**src/vpg_pkg.sv**
```systemverilog
`default_nettype none
package vpg_pkg;

  localparam int COORD_BITS   = 16;
  localparam int PROD_W       = 2 * COORD_BITS;
  localparam int DOT_W        = PROD_W + 1;
  localparam int SQ_W         = 2 * PROD_W;
  localparam int ROOT_W       = PROD_W;
  localparam int REM_W        = PROD_W + 3;
  localparam int SQRT_STEPS   = SQ_W / 2;
  localparam int NORM_W       = 40;
  localparam int NORM_STEPS   = 6;
  localparam int CW           = 44;
  localparam int ZW           = 24;
  localparam int CORDIC_STEPS = 20;
  localparam int ANGLE_W      = 16;
  localparam int AREA_W       = 31;
  localparam int STEP_W       = 6;

  localparam logic signed [ZW-1:0] HALF_PI_Z = 24'sd1647099;
  localparam logic signed [ZW-1:0] PI_Z      = 24'sd3294199;
  localparam logic [ANGLE_W-1:0]   ANGLE_MAX = 16'd51472;

  typedef struct packed {
    logic                    undef;
    logic signed [DOT_W-1:0] dot;
    logic [AREA_W-1:0]       area;
  } side_t;

  // arctan(2^-i) in units of 2^-20 rad
  function automatic logic signed [ZW-1:0] atan_z(input int step);
    logic signed [ZW-1:0] r;
    case (step)
      0:       r = 24'sd823550;
      1:       r = 24'sd486170;
      2:       r = 24'sd256879;
      3:       r = 24'sd130396;
      4:       r = 24'sd65451;
      5:       r = 24'sd32757;
      6:       r = 24'sd16383;
      7:       r = 24'sd8192;
      8:       r = 24'sd4096;
      9:       r = 24'sd2048;
      10:      r = 24'sd1024;
      11:      r = 24'sd512;
      12:      r = 24'sd256;
      13:      r = 24'sd128;
      14:      r = 24'sd64;
      15:      r = 24'sd32;
      16:      r = 24'sd16;
      17:      r = 24'sd8;
      18:      r = 24'sd4;
      19:      r = 24'sd2;
      default: r = '0;
    endcase
    return r;
  endfunction

endpackage
`default_nettype wire

```
**src/vpg_sqrt_cell.sv**
```systemverilog
`default_nettype none
module vpg_sqrt_cell (
  input  wire logic                         clk_i,
  input  wire logic                         rst_ni,
  input  wire logic                         en_i,
  input  wire logic                         valid_i,
  input  wire vpg_pkg::side_t               side_i,
  input  wire logic [vpg_pkg::SQ_W-1:0]     rad_i,
  input  wire logic [vpg_pkg::REM_W-1:0]    rem_i,
  input  wire logic [vpg_pkg::ROOT_W-1:0]   root_i,
  output logic                              valid_o,
  output vpg_pkg::side_t                    side_o,
  output logic [vpg_pkg::SQ_W-1:0]          rad_o,
  output logic [vpg_pkg::REM_W-1:0]         rem_o,
  output logic [vpg_pkg::ROOT_W-1:0]        root_o
);
  import vpg_pkg::*;

  logic                valid_q;
  side_t               side_q;
  logic [SQ_W-1:0]     rad_q, rad_d;
  logic [REM_W-1:0]    rem_q, rem_d, rem_sh, trial;
  logic [ROOT_W-1:0]   root_q, root_d;
  logic                ge;

  // one result bit per cell: bring down two radicand bits, try (4r + 1)
  always_comb begin
    rem_sh = {rem_i[REM_W-3:0], rad_i[SQ_W-1 -: 2]};
    trial  = {{(REM_W-ROOT_W-2){1'b0}}, root_i, 2'b01};
    ge     = (rem_sh >= trial);
    rem_d  = ge ? (rem_sh - trial) : rem_sh;
    root_d = {root_i[ROOT_W-2:0], ge};
    rad_d  = {rad_i[SQ_W-3:0], 2'b00};
  end

  always_ff @(posedge clk_i or negedge rst_ni) begin
    if (!rst_ni) begin
      valid_q <= 1'b0;
    end else if (en_i) begin
      valid_q <= valid_i;
    end
  end

  always_ff @(posedge clk_i) begin
    if (en_i) begin
      side_q <= side_i;
      rad_q  <= rad_d;
      rem_q  <= rem_d;
      root_q <= root_d;
    end
  end

  assign valid_o = valid_q;
  assign side_o  = side_q;
  assign rad_o   = rad_q;
  assign rem_o   = rem_q;
  assign root_o  = root_q;

endmodule
`default_nettype wire

```
**config.mk**
```make
export PLATFORM = sky130hd
export DESIGN_NAME = vpg_sqrt_cell
export DESIGN_NICKNAME = d
export VERILOG_FILES = /design/src/vpg_pkg.sv /design/src/vpg_sqrt_cell.sv
export SDC_FILE = /design/constraint.sdc
export NUM_CORES = 1
export LEC_CHECK = 0
export ABC_AREA = 1
export BUFFER_PORTS_ARGS = -buffer_cell sky130_fd_sc_hd__buf_2
export CORE_AREA = 2 2 153 155
export DETAILED_ROUTE_END_ITERATION = 12
export DIE_AREA = 0 0 155 157
export PLACE_DENSITY = 0.74
export SKIP_LAST_GASP = 1
export SLEW_MARGIN = 20
export SYNTH_ARGS = -nofsm -noshare
export SYNTH_HDL_FRONTEND = slang
export SYNTH_SLANG_ARGS = --single-unit
```
**constraint.sdc**
```tcl
create_clock -name clk_i -period 0.85 [get_ports clk_i]
set_clock_uncertainty 0.05 [all_clocks]
set_input_delay 0.085 -clock clk_i [delete_from_list [all_inputs] [get_ports clk_i]]
set_output_delay 0.085 -clock clk_i [all_outputs]
set_load 0.02 [all_outputs]
```
Yosys cells after proc, flatten, opt, wreduce, memory -nomap -nowiden
Index checks and enable logic that the tools add are counted.
Storage, ports and cells
  output and inout port bits: 197
  bits in registers: 195
  input bits: 200
  logic and storage cells: 10
Operators by class
  muxes and demuxes: 1
  order comparisons: 1
  add/sub/neg operators: 1
Operators with widths (count)
  $ge A35 B34 Y1: 1
  $mux W35: 1
  $sub A35 B34 Y35: 1

Longest topological paths before layout
  depth in word-level cells: 2
  depth in mapped cells: 16
  depth with buffers taken out: 15

Worst setup path after synthesis
No wires, ideal clock.
  path kind: input to register
  from: input root_i[13] (netlist bit)
  to: register rem_q[26] (netlist: rem_o[26]) (data pin)
  buffers on the path: 1
  required time: 0.547 ns
  cell stages on the path: 14
  setup slack: -0.935 ns
  arrival time: 1.482 ns
  library setup time: 0.253 ns
  cell sequence: inv_1 ha_1 nand2_1 nor2_2 inv_2 nor2_2 nand2_1 nor3_1 nor2_1 nand2_4 inv_4 buf_6 nand2_1 nand2_1
Between the ends
  word-level cells in the longest chain between the ends: 2
  elaborated cells on any way between the ends: 3
  those cells by class: add/sub (1); order compare (1); mux (1)
Ends and longest elaborated chain
  start: declaration: RTL line vpg_sqrt_cell.sv:10  | input wire logic [vpg_pkg::ROOT_W-1:0] root_i,
  $sub A35 B34 Y35 or $ge A35 B34 Y1 (tied branches): RTL line vpg_sqrt_cell.sv:31, vpg_sqrt_cell.sv:30
  $mux W35 *: RTL line vpg_sqrt_cell.sv:31  | rem_d = ge ? (rem_sh - trial) : rem_sh;
  net rem_d[26]: RTL line vpg_sqrt_cell.sv:22  | logic [REM_W-1:0] rem_q, rem_d, rem_sh, trial;
  end signal: assignment: RTL line vpg_sqrt_cell.sv:48  | rem_q <= rem_d;
  end: declaration: RTL line vpg_sqrt_cell.sv:22
Mark *: on every way through the listed nets, which the timed path passes. The rest lies on a longest branch.
A chain may end at the register's enable or synchronous reset.

Worst setup path in the final report
  from: input root_i[19] (netlist bit)
  to: register rem_q[24] (netlist: rem_o[24]) (data pin)
The elaborated chain is that of the path after synthesis.

==> key figures <==
Run status
  – Status: finished with violations
  – Violated checks: setup timing

GRT
  – Total grt overflow: 0
  – Largest net degree at the start of global routing: 31
  – Vias in the first global route: 9506
  – Initial antenna violation count: 8
  – Global-route wire length before repair: 50.75 mm
  – Tot GR Track Use: 27.26%

Critical path
  – Worst-case reg-to-reg path depth: 1
  – CP max FO: 5
  – CP max stage cell: ha_4
  – CP cell instances: buf_2, inv_1, ha_4, a21oi_1, nor2_1, nor2_1, nand2_1, buf_4, inv_1, nand2_1, nand2_1, nand3_1, nand2_1
  – Worst path arrival time: 1910 ps
  – Most used cell along the critical path: nand2_1
  – Worst Path Required: 1090 ps
  – Reg2reg end: valid_o
  – Crit. End Element: register
  – CP max stage delay: 220 ps
  – Worst R2R Start: valid_o
  – Critical Path Source Type: input pin
  – Crit Path Class: in2reg
  – Worst R2R Setup Slack: 20 ps

Timing
  – Fmax achieved: 596.7 MHz
  – Fin. Hold Viols: 0
  – Slew Limit Fails: 0
  – Setup violations, final: 235
  – Tcrit/Tclk final: 197.1%
  – Tmin final: 1676 ps
  – Hold slack final: 29.12 ps
  – Setup_tns: -78070 ps
  – Setup WS post-layout: -825.8 ps
  – RSZ-0062 raised after global routing: true

Clock tree
  – CTS Sinks: 195
  – Deepest clock path buffer count: 2
  – TritonCTS clock tree: built
  – Number of buffers created by CTS: 17
  – Later-pin clock latency in the skew report: 430 ps
  – # H-tree levels: 4
  – Root Buffer: clkbuf_16
  – CTS clk-pin slew, worst paths: 80 ps

Min path
  – Hold_sp: rad_i[62]
  – Hold Path Depth: 4
  – Hold WC Path Type: in2reg
  – Hold EP: rem_o[0]

Die
  – Chip width: 155 um
  – # IOs: 397
  – Std-Cell Rows: 55
  – Die ar.: 24340 um^2
  – Starting Density: 39.87%
  – Die extent in y: 157 um
  – Core area: 22500 um^2

Final layout
  – Share of cells above drive strength 1: 43.67%
  – Final non-filler cell total: 1896
  – P&R area growth vs syn: 87.87%
  – Nets@finish: 1824
  – Fill cell count: 1394
  – Multi-input logic area: 3292 um^2
  – Post-route cell area: 16860 um^2
  – Register area: 5852 um^2
  – Final core occ: 74.91%

Detailed routing
  – Final wirelength: 38.74 mm
  – Via count: 9412
  – DRC: 0
  – Drt initial violations: 805
  – Number of vias per cell: 4.964
  – Antenna viol nets, final: 0
  – Wire per inst: 20.43 um
  – Pre-Repair DR Iteration Count: 5

Placement
  – HPWL Detailed: 22.63 mm
  – Placed Cells: 1648
  – Placer congestion estimate: 0.9517
  – Area after DPL: 12740 um^2
  – DP Worst Slack: -1198 ps
  – IO Port Bufs: 392

Synthesis
  – Ranking of synthesized cells by area: edfxtp_1 65%, nand2_1 13%, inv_1 5.3%, ha_1 4.7%, nor2_1 2.5%
  – #FFs+latches synth: 195
  – Synthesized area: 8972 um^2
  – Syn avg cell area: 10.48 um^2
  – Yosys warns: 0
  – Seq/Total Area, Yosys: 65.21%
  – Synth unique cells: 29
  – Top cell type by total area after synthesis: edfxtp_1
  – Post-synthesis cell count: 856
  – Synth top area share: 64.93%

Power
  – Pleak: 7.812 nW
  – Pwr Density: 1716 nW/um^2
  – Pwr Total: 28.93 mW
  – Maximum vdd drop: 1.401 mV

Job
  – Total of max-cap violations: 0
-- synth_stat cells (all sizes together) --
library cell,count
nand2,306
edfxtp,194
inv,131
nor2,61
nand3,35
ha,34
a21oi,29
xor2,16
nand3b,9
nor3,9
buf,8
o21ai,8
nand4,5
a21o,2
o21a,2
o21bai,2
xnor2,2
conb,1
dfrtp,1
mux2,1
-- repair_timing --
| item | 4_1_cts | 5_1_grt |
|---|---|---|
| buffers inserted | 8 | 2 |
| gates cloned | 0 | 2 |
| pin swaps | 17 | 17 |
| gates resized for setup | 35 | 429 |
| endpoints found under the setup margin | 231 | 231 |
| hold buffers | 193 | 3 |
| endpoints found under the hold margin | 197 | 3 |
-- per-layer routing --
metal | part of all wire, % | global-route usage, %
met5 | 0.059 | 0
met4 | 5.8 | 14.68
met2 | 52 | 49.76
met1 | 35 | 29.44
met3 | 7.0 | 6.112
-- kinds of logic after synthesis --
group,after synthesis,synth area share (%)
xor+xnor,18,1.757
fa+ha+maj,34,4.741
compound gates,43,2.607
flops,195,65.21
simple gates,425,19.22
buf+inv,139,6.303
other cells,1,0.04180
mux,1,0.1255
-- worst max path at each step --
stage	startpoint	end	cells after the start
finish	root_i[19]	rem_o[24]	13
global route	root_i[16]	rem_o[24]	16
CTS	root_i[13]	rem_o[2]	15
detailed placement	root_i[23]	rem_o[2]	15
global placement	root_i[15]	rem_o[26]	15
floorplan	root_i[23]	rem_o[26]	14
-- critical path, delay by kind of cell --
| family | cells | cell delay (ps) |
|---|---|---|
| buffers and inverters | 4 | 490 |
| adders and majority gates | 1 | 220 |
| and+or+nand+nor | 7 | 900 |
| AOI/OAI and AO/OA | 1 | 220 |
-- state kept, by name, summed over array words and instances (netlist names) --
| signal | cells |
|---|---|
| rad_o | 62 |
| rem_o | 35 |
| root_o | 32 |
| side_o | 65 |
| valid_o | 1 |
-- area by class of cell --
class	instances	area share [%]
multi-input cells	523	19.53
clock inverters	14	1.084
diodes	8	0.1188
repair buffers	722	36.74
well taps	285	2.115
inverters	131	3.155
clock buffers	18	2.546
flip-flops and latches	195	34.72
-- cell usage in the layout, fill, tap and decap left out, drive strengths merged --
cell / n
nor2: 61
edfxtp: 194
dfrtp: 1
nor3: 9
clkbuf: 21
nand4: 5
nand2: 306
o21a: 2
mux2: 1
a21o: 2
conb: 2
inv: 138
dlygate4sd3: 196
a21oi: 29
nand3: 35
xor2: 16
clkinv: 7
xnor2: 2
o21ai: 8
diode: 8
nand3b: 9
o21bai: 2
ha: 34
buf: 523
-- where the power goes --
| group | switching [mW] | internal, mW |
|---|---|---|
| Clock | 4.35 | 4.05 |
| Sequential | 0.471 | 11.6 |
| Combinational | 4.33 | 4.10 |
Power figures use the tool's default switching activity.
