<file path="src/vpg_pkg.sv">
`default_nettype none
package vpg_pkg;

  localparam int COORD_BITS   = 16;
  localparam int PROD_W       = 2 * COORD_BITS;
  localparam int DOT_W        = PROD_W + 1;
  localparam int SQ_W         = 2 * PROD_W;
  localparam int ROOT_W       = PROD_W;
  localparam int REM_W        = PROD_W + 3;
  localparam int SQRT_STEPS   = SQ_W / 2;
  localparam int NORM_W       = 40;
  localparam int NORM_STEPS   = 6;
  localparam int CW           = 44;
  localparam int ZW           = 24;
  localparam int CORDIC_STEPS = 20;
  localparam int ANGLE_W      = 16;
  localparam int AREA_W       = 31;
  localparam int STEP_W       = 6;

  localparam logic signed [ZW-1:0] HALF_PI_Z = 24'sd1647099;
  localparam logic signed [ZW-1:0] PI_Z      = 24'sd3294199;
  localparam logic [ANGLE_W-1:0]   ANGLE_MAX = 16'd51472;

  typedef struct packed {
    logic                    undef;
    logic signed [DOT_W-1:0] dot;
    logic [AREA_W-1:0]       area;
  } side_t;

  // arctan(2^-i) in units of 2^-20 rad
  function automatic logic signed [ZW-1:0] atan_z(input int step);
    logic signed [ZW-1:0] r;
    case (step)
      0:       r = 24'sd823550;
      1:       r = 24'sd486170;
      2:       r = 24'sd256879;
      3:       r = 24'sd130396;
      4:       r = 24'sd65451;
      5:       r = 24'sd32757;
      6:       r = 24'sd16383;
      7:       r = 24'sd8192;
      8:       r = 24'sd4096;
      9:       r = 24'sd2048;
      10:      r = 24'sd1024;
      11:      r = 24'sd512;
      12:      r = 24'sd256;
      13:      r = 24'sd128;
      14:      r = 24'sd64;
      15:      r = 24'sd32;
      16:      r = 24'sd16;
      17:      r = 24'sd8;
      18:      r = 24'sd4;
      19:      r = 24'sd2;
      default: r = '0;
    endcase
    return r;
  endfunction

endpackage
`default_nettype wire

</file>
<file path="src/vpg_cordic_cell.sv">
`default_nettype none
module vpg_cordic_cell (
  input  wire logic                          clk_i,
  input  wire logic                          rst_ni,
  input  wire logic                          en_i,
  input  wire logic [vpg_pkg::STEP_W-1:0]    step_i,
  input  wire logic signed [vpg_pkg::ZW-1:0] atan_i,
  input  wire logic                          valid_i,
  input  wire vpg_pkg::side_t                side_i,
  input  wire logic signed [vpg_pkg::CW-1:0] x_i,
  input  wire logic signed [vpg_pkg::CW-1:0] y_i,
  input  wire logic signed [vpg_pkg::ZW-1:0] z_i,
  output logic                               valid_o,
  output vpg_pkg::side_t                     side_o,
  output logic signed [vpg_pkg::CW-1:0]      x_o,
  output logic signed [vpg_pkg::CW-1:0]      y_o,
  output logic signed [vpg_pkg::ZW-1:0]      z_o
);
  import vpg_pkg::*;

  logic                 valid_q;
  side_t                side_q;
  logic signed [CW-1:0] x_q, y_q, x_d, y_d, dx, dy;
  logic signed [ZW-1:0] z_q, z_d;

  // rotate towards y = 0
  always_comb begin
    dx = y_i >>> step_i;
    dy = x_i >>> step_i;
    if (!y_i[CW-1]) begin
      x_d = x_i + dx;
      y_d = y_i - dy;
      z_d = z_i + atan_i;
    end else begin
      x_d = x_i - dx;
      y_d = y_i + dy;
      z_d = z_i - atan_i;
    end
  end

  always_ff @(posedge clk_i or negedge rst_ni) begin
    if (!rst_ni) begin
      valid_q <= 1'b0;
    end else if (en_i) begin
      valid_q <= valid_i;
    end
  end

  always_ff @(posedge clk_i) begin
    if (en_i) begin
      side_q <= side_i;
      x_q    <= x_d;
      y_q    <= y_d;
      z_q    <= z_d;
    end
  end

  assign valid_o = valid_q;
  assign side_o  = side_q;
  assign x_o     = x_q;
  assign y_o     = y_q;
  assign z_o     = z_q;

endmodule
`default_nettype wire

</file>
<file path="config.mk">
export PLATFORM = sky130hd
export DESIGN_NAME = vpg_cordic_cell
export DESIGN_NICKNAME = d
export VERILOG_FILES = /design/src/vpg_pkg.sv /design/src/vpg_cordic_cell.sv
export SDC_FILE = /design/constraint.sdc
export NUM_CORES = 1
export LEC_CHECK = 0
export ABC_AREA = 0
export BUFFER_PORTS_ARGS = -buffer_cell sky130_fd_sc_hd__buf_2
export CAP_MARGIN = 10
export CORE_ASPECT_RATIO = 2
export CORE_MARGIN = 1.5
export CORE_UTILIZATION = 50
export CTS_CLUSTER_DIAMETER = 200
export CTS_CLUSTER_SIZE = 20
export DETAILED_ROUTE_END_ITERATION = 8
export PLACE_DENSITY = 0.71
export SKIP_CTS_REPAIR_TIMING = 1
export SLEW_MARGIN = 20
export SYNTH_ARGS = -nofsm -noshare
export SYNTH_HDL_FRONTEND = slang
export SYNTH_SLANG_ARGS = --single-unit
</file>
<file path="constraint.sdc">
create_clock -name clk_i -period 1.2 [get_ports clk_i]
set_input_delay 0.3 -clock clk_i [delete_from_list [all_inputs] [get_ports clk_i]]
set_output_delay 0.3 -clock clk_i [all_outputs]
set_load 0.01 [all_outputs]
</file>
==> results of run 1 <==
[metal layers]
metal  global-route usage [%]  GRT overflow
met5                        0             0
met4                     66.0             5
met3                     23.5             0
met2                     90.0             4
met1                     52.5             0
[stage by stage]
stage / cell area (um2) / TNS (ns) / instances / hold slack, ns
after CTS: 31300 / -428.61 / 4012 / -0.440
after detailed placement: 30600 / -459.85 / 3980 / 0.0783
after global placement: 30600 / -442.62 / 3980 / 0.0792
after floorplan: 21300 / -346.10 / 2210 / 0.00441
[cells by family after synthesis]
group / Yosys count
AOI/OAI and AO/OA: 678
muxes: 261
and+or+nand+nor: 604
buffers and inverters: 171
xor gates and xnor gates: 193
adders and majority gates: 125
DFF: 178
[Yosys cell counts, types with 11 or more instances]
master | number | area share, %
o21bai_1 | 20 | 0.72
mux4_2 | 87 | 9.4
inv_1 | 42 | 0.76
o211ai_1 | 27 | 0.97
o21a_1 | 25 | 0.90
nand2_1 | 143 | 2.6
mux2_2 | 50 | 2.7
buf_2 | 24 | 0.58
buf_6 | 15 | 0.81
clkbuf_1 | 58 | 1.0
and3_1 | 17 | 0.51
a21oi_1 | 174 | 4.2
nand4_1 | 14 | 0.42
a22o_1 | 11 | 0.46
or2_2 | 16 | 0.48
nand2b_1 | 30 | 0.90
ha_1 | 122 | 7.3
xnor2_1 | 130 | 5.5
nand3_1 | 32 | 0.77
edfxtp_1 | 177 | 25
a31oi_1 | 32 | 0.96
a221oi_1 | 14 | 0.59
nor2_1 | 183 | 3.3
o221ai_1 | 14 | 0.59
o21ai_0 | 94 | 2.3
nor2b_1 | 32 | 0.96
xor2_1 | 63 | 2.6
a211oi_1 | 21 | 0.76
mux2i_1 | 112 | 5.4
and2_1 | 22 | 0.66
buf_1 | 16 | 0.29
a21o_1 | 67 | 2.4
buf_4 | 12 | 0.43
o22ai_1 | 49 | 1.5
nor3_1 | 41 | 0.98
==> out/qor.yml, run 1 <==
grt_use_total_pct: 57.6
die_w_um: 147
globalRoute.totalOverflow: 9
synth.area.mux_share_pct: 18.2
syn-num-nets: 2546
grt_pass1_vias: 29600
grt_max_degree: 62
port-buffer-count: 388
error: "[ERROR GRT-0116] Global routing finished with congestion. Check the congestion regions in the DRC Viewer."
die_height_um: 292
post-place-ws_ns: -5.69
start_util_pct: 50.7
synth_xor_area_share_pct: 8.10
synth_top_family_by_area: "compound AO/OA/AOI/OAI gates"
status: "aborted with a tool error"
async_flop_share_pct: 0.562
netlist_area_um2: 20900
hpwlAfterDp_um: 93500
grt_pass1_wl_um: 184000
synthAdderAreaFrac_pct: 7.60
synth_compound_area_share_pct: 21.8
num_io_pins: 389
ys_warn_count: 0
rows: 105
synth_area_per_cell_um2: 9.44
htree_levels: 4
finalWeightedCongestion: 1.19
synth_edf_count: 177
root_buffer: "clkbuf_16"
synthSimpleGateAreaFrac_pct: 14.6
yosysSeqAreaShare_pct: 25.6
clock-sinks: 178
synth.distinct_cells: 106
cts_made_buffers: 17
yosys_most_used_dff: "edfxtp_1"
netlist_instances: 2210
ys_ff_latch: 178
stop_stage: "global routing (5_1_grt)"
cts_buffer_depth: 2
==> inputs of run 2 (changes only) <==
CORE_ASPECT_RATIO = not set   (was 2)
CORE_UTILIZATION = 35   (was 50)
CTS_CLUSTER_DIAMETER = not set   (was 200)
CTS_CLUSTER_SIZE = not set   (was 20)
PLACE_DENSITY = not set   (was 0.71)
PLACE_DENSITY_LB_ADDON = 0.15   (was not set)
==> run 2 against run 1 <==
Compared with the run above: synthesized cell count did not move; the flow now finishes, with violations (negative setup slack); synthesized area did not move.
==> out/qor.yml, run 2 <==
dr.pass1.iters: 5
synth_area_per_cell_um2: 9.44  # unchanged
area_delta_synth_final_pct: 71.0
seq_area_um2: 5340
final_area_um2: 35700
startpoint_type: "primary input"
maxSlewViolCount: 0
finalWeightedCongestion: 1.05  # was 1.19
grt_use_total_pct: 34.2
endpoint_kind: "flip-flop"
largest_reg_flops: 65
critPathKind: "primary input to flip-flop"
die_w_um: 247  # was 147 um
synthAdderAreaFrac_pct: 7.60  # unchanged
power_leakage_uw: 0.0161
start_util_pct: 35.4  # was 50.7%
yosysMostFrequentCell: "nor2_1"  # unchanged
fin_nets: 4016
htree_levels: 4  # unchanged
worst_slack_ns: -4.69
worstPathMaxFanout: 8
final_common_cell: "buf_4"
globalRoute.totalOverflow: 0
setup_viol: 289
critPathRequiredTime_ns: 1.44
async_flop_share_pct: 0.562  # unchanged
antenna_left: 0
rsz0062_at_grt: "yes"
fin_crit_ns: 5.89
violations: "negative setup slack"
synth.area.mux_share_pct: 18.2  # unchanged
syn-num-nets: 2546  # unchanged
n_fill_cell: 5066
die_area_um2: 61100
synth_edf_count: 177  # unchanged
clk_latency_ns: 0.48
drive_gt1_share_pct: 54.5
skew_ns: 0
synth.distinct_cells: 106  # unchanged
ys_ff_latch: 178  # unchanged
tritoncts: "built"
finalCritPeriodShare_pct: 491
ys_warn_count: 0  # unchanged
hold_viol: 0
hpwlAfterDp_um: 89400  # was 93500 um
netlist_area_um2: 20900  # unchanged
drt_iter0_markers: 1718
yosysTopAreaCell: "edfxtp_1"  # unchanged
wl_per_cell_um: 25.0
wl_um: 112000
grt_pass1_vias: 24400
clock-sinks: 178  # unchanged
crit_arrival_ns: 6.13
grt_antenna_before_repair: 0
grt_pass1_wl_um: 154000
yosys_most_used_dff: "edfxtp_1"  # unchanged
placed_area_um2: 31300  # was 30600 um2
netlist_instances: 2210  # unchanged
ir_drop_mv: 1.12
synth_common_cells: "183 x nor2_1, 177 x edfxtp_1, 174 x a21oi_1"  # unchanged
hold_class: "primary input to flip-flop"
synthSimpleGateAreaFrac_pct: 14.6  # unchanged
pwr_density_cell_nw_per_um2: 1040
fp.coreArea_um2: 59000
fmaxAchievable_mhz: 170
cts_buffer_depth: 2  # unchanged
tns_ns: -371.41
port-buffer-count: 388  # unchanged
clk_pin_slew_ns: 0.08
synth_compound_area_share_pct: 21.8  # unchanged
multi_input_area_um2: 16600
drc: 0
cts_made_buffers: 17  # unchanged
relSlewSlack_pct: 48.2
synth_xor_area_share_pct: 8.10  # unchanged
tightest_slew_ns: 0.777
mostFrequentLayoutCells: "1027 x buf_4, 378 x buf_2, 177 x edfxtp_1, 160 x nor2_1, 134 x nand2_1"
yosysSeqAreaShare_pct: 25.6  # unchanged
rows: 89  # was 105
status: "finished with violations"  # was aborted with a tool error
root_buffer: "clkbuf_16"  # unchanged
maxCapViolations: 0
synth_top_family_by_area: "compound AO/OA/AOI/OAI gates"  # unchanged
vias_per_cell: 5.62
die_height_um: 247  # was 292 um
grt_max_degree: 50
synthTopCellsByArea: "edfxtp_1 25%, mux4_2 9.4%, ha_1 7.3%"  # unchanged
vias: 25100
num_io_pins: 389  # unchanged
synth_top_cell_area_share_pct: 25.5  # unchanged
## run 2: cell counts after synthesis
No cell type changed its count.
## run 2: worst paths after layout
kind                                          start                  end  slack, ns  depth (start not counted)
worst max-delay path                      step_i[1]    x_o[43]$_DFFE_PP_      -4.69                         26
worst min-delay path                        valid_i  valid_o$_DFFE_PN0P_       0.04                          2
worst max register to register  valid_o$_DFFE_PN0P_  valid_o$_DFFE_PN0P_       0.45                          1
worst min register to register  valid_o$_DFFE_PN0P_  valid_o$_DFFE_PN0P_       0.53                          1
max in group asynchronous                    rst_ni  valid_o$_DFFE_PN0P_       0.99                          2
min in group asynchronous                    rst_ni  valid_o$_DFFE_PN0P_       0.12                          2
## run 2: power by group
group	internal, uW	switching, uW	total [uW]
clock network	2880	3340	6220
registers	8440	304	8740
logic	11100	11000	22100
total	22400	14700	37100
## run 2: layout make-up
| class | count | share of cell area, % |
|---|---|---|
| Tap cell | 773 | 2.71 |
| Clock buffer | 17 | 1.19 |
| Multi-Input combinational cell | 1861 | 46.5 |
| Antenna cell | 2 | 0.0140 |
| Inverter | 45 | 0.487 |
| Timing Repair Buffer | 1577 | 33.5 |
| Sequential cell | 178 | 15.0 |
| Clock inverter | 15 | 0.564 |
## run 2: metal layers
metal / global-route usage [%] / share of wire (%) / up-vias / wire (um)
met3: 4.66 / 5.3 / 243 / 5980
li1: - / - / 11500 / -
met1: 41.7 / 40 / 12300 / 45000
met4: 16.6 / 5.9 / 0 / 6550
met5: 0 / 0 / - / 0
met2: 59.1 / 49 / 988 / 54400
## run 2: cells by family after synthesis
kind of cell,after synthesis
compound gates,678
simple gates,604
mux,261
xor+xnor,193
flops,178
buf+inv,171
fa+ha+maj,125
## run 2: critical path, cell delays in order
cell       delay (ns)
buf_16           0.13
buf_12           0.14
buf_8            0.13
mux2_4           0.29
mux4_2           0.50
mux2_4           0.33
a221oi_4         0.26
or4b_4           0.54
nor4_4           0.43
buf_4            0.21
nand3_1          0.09
xor2_1           0.15
o22ai_1          0.10
ha_1             0.31
nand3_1          0.07
o211ai_1         0.23
buf_4            0.16
a2111oi_4        0.05
o211ai_1         0.28
a31oi_2          0.19
o21ai_2          0.24
o221ai_2         0.16
o21ai_4          0.21
a31oi_2          0.15
o41ai_2          0.38
xnor2_1          0.10
## run 2: stage by stage
stage          std cells  util, %  hold slack (ns)  power, uW  setup WS (ns)
2_1_floorplan       2210        -          0.00441      17900          -4.58
3_3_place_gp        4259     53.1           0.0758      27400          -5.89
3_5_place_dp        4259     53.1           0.0780      27600          -5.90
4_1_cts             4291     54.1           -0.467      34000          -5.41
5_1_grt             4466     60.5           0.0264      38900          -4.87
6_report            4468     60.5           0.0432      37100          -4.69
(Power assumes the default switching activity.)
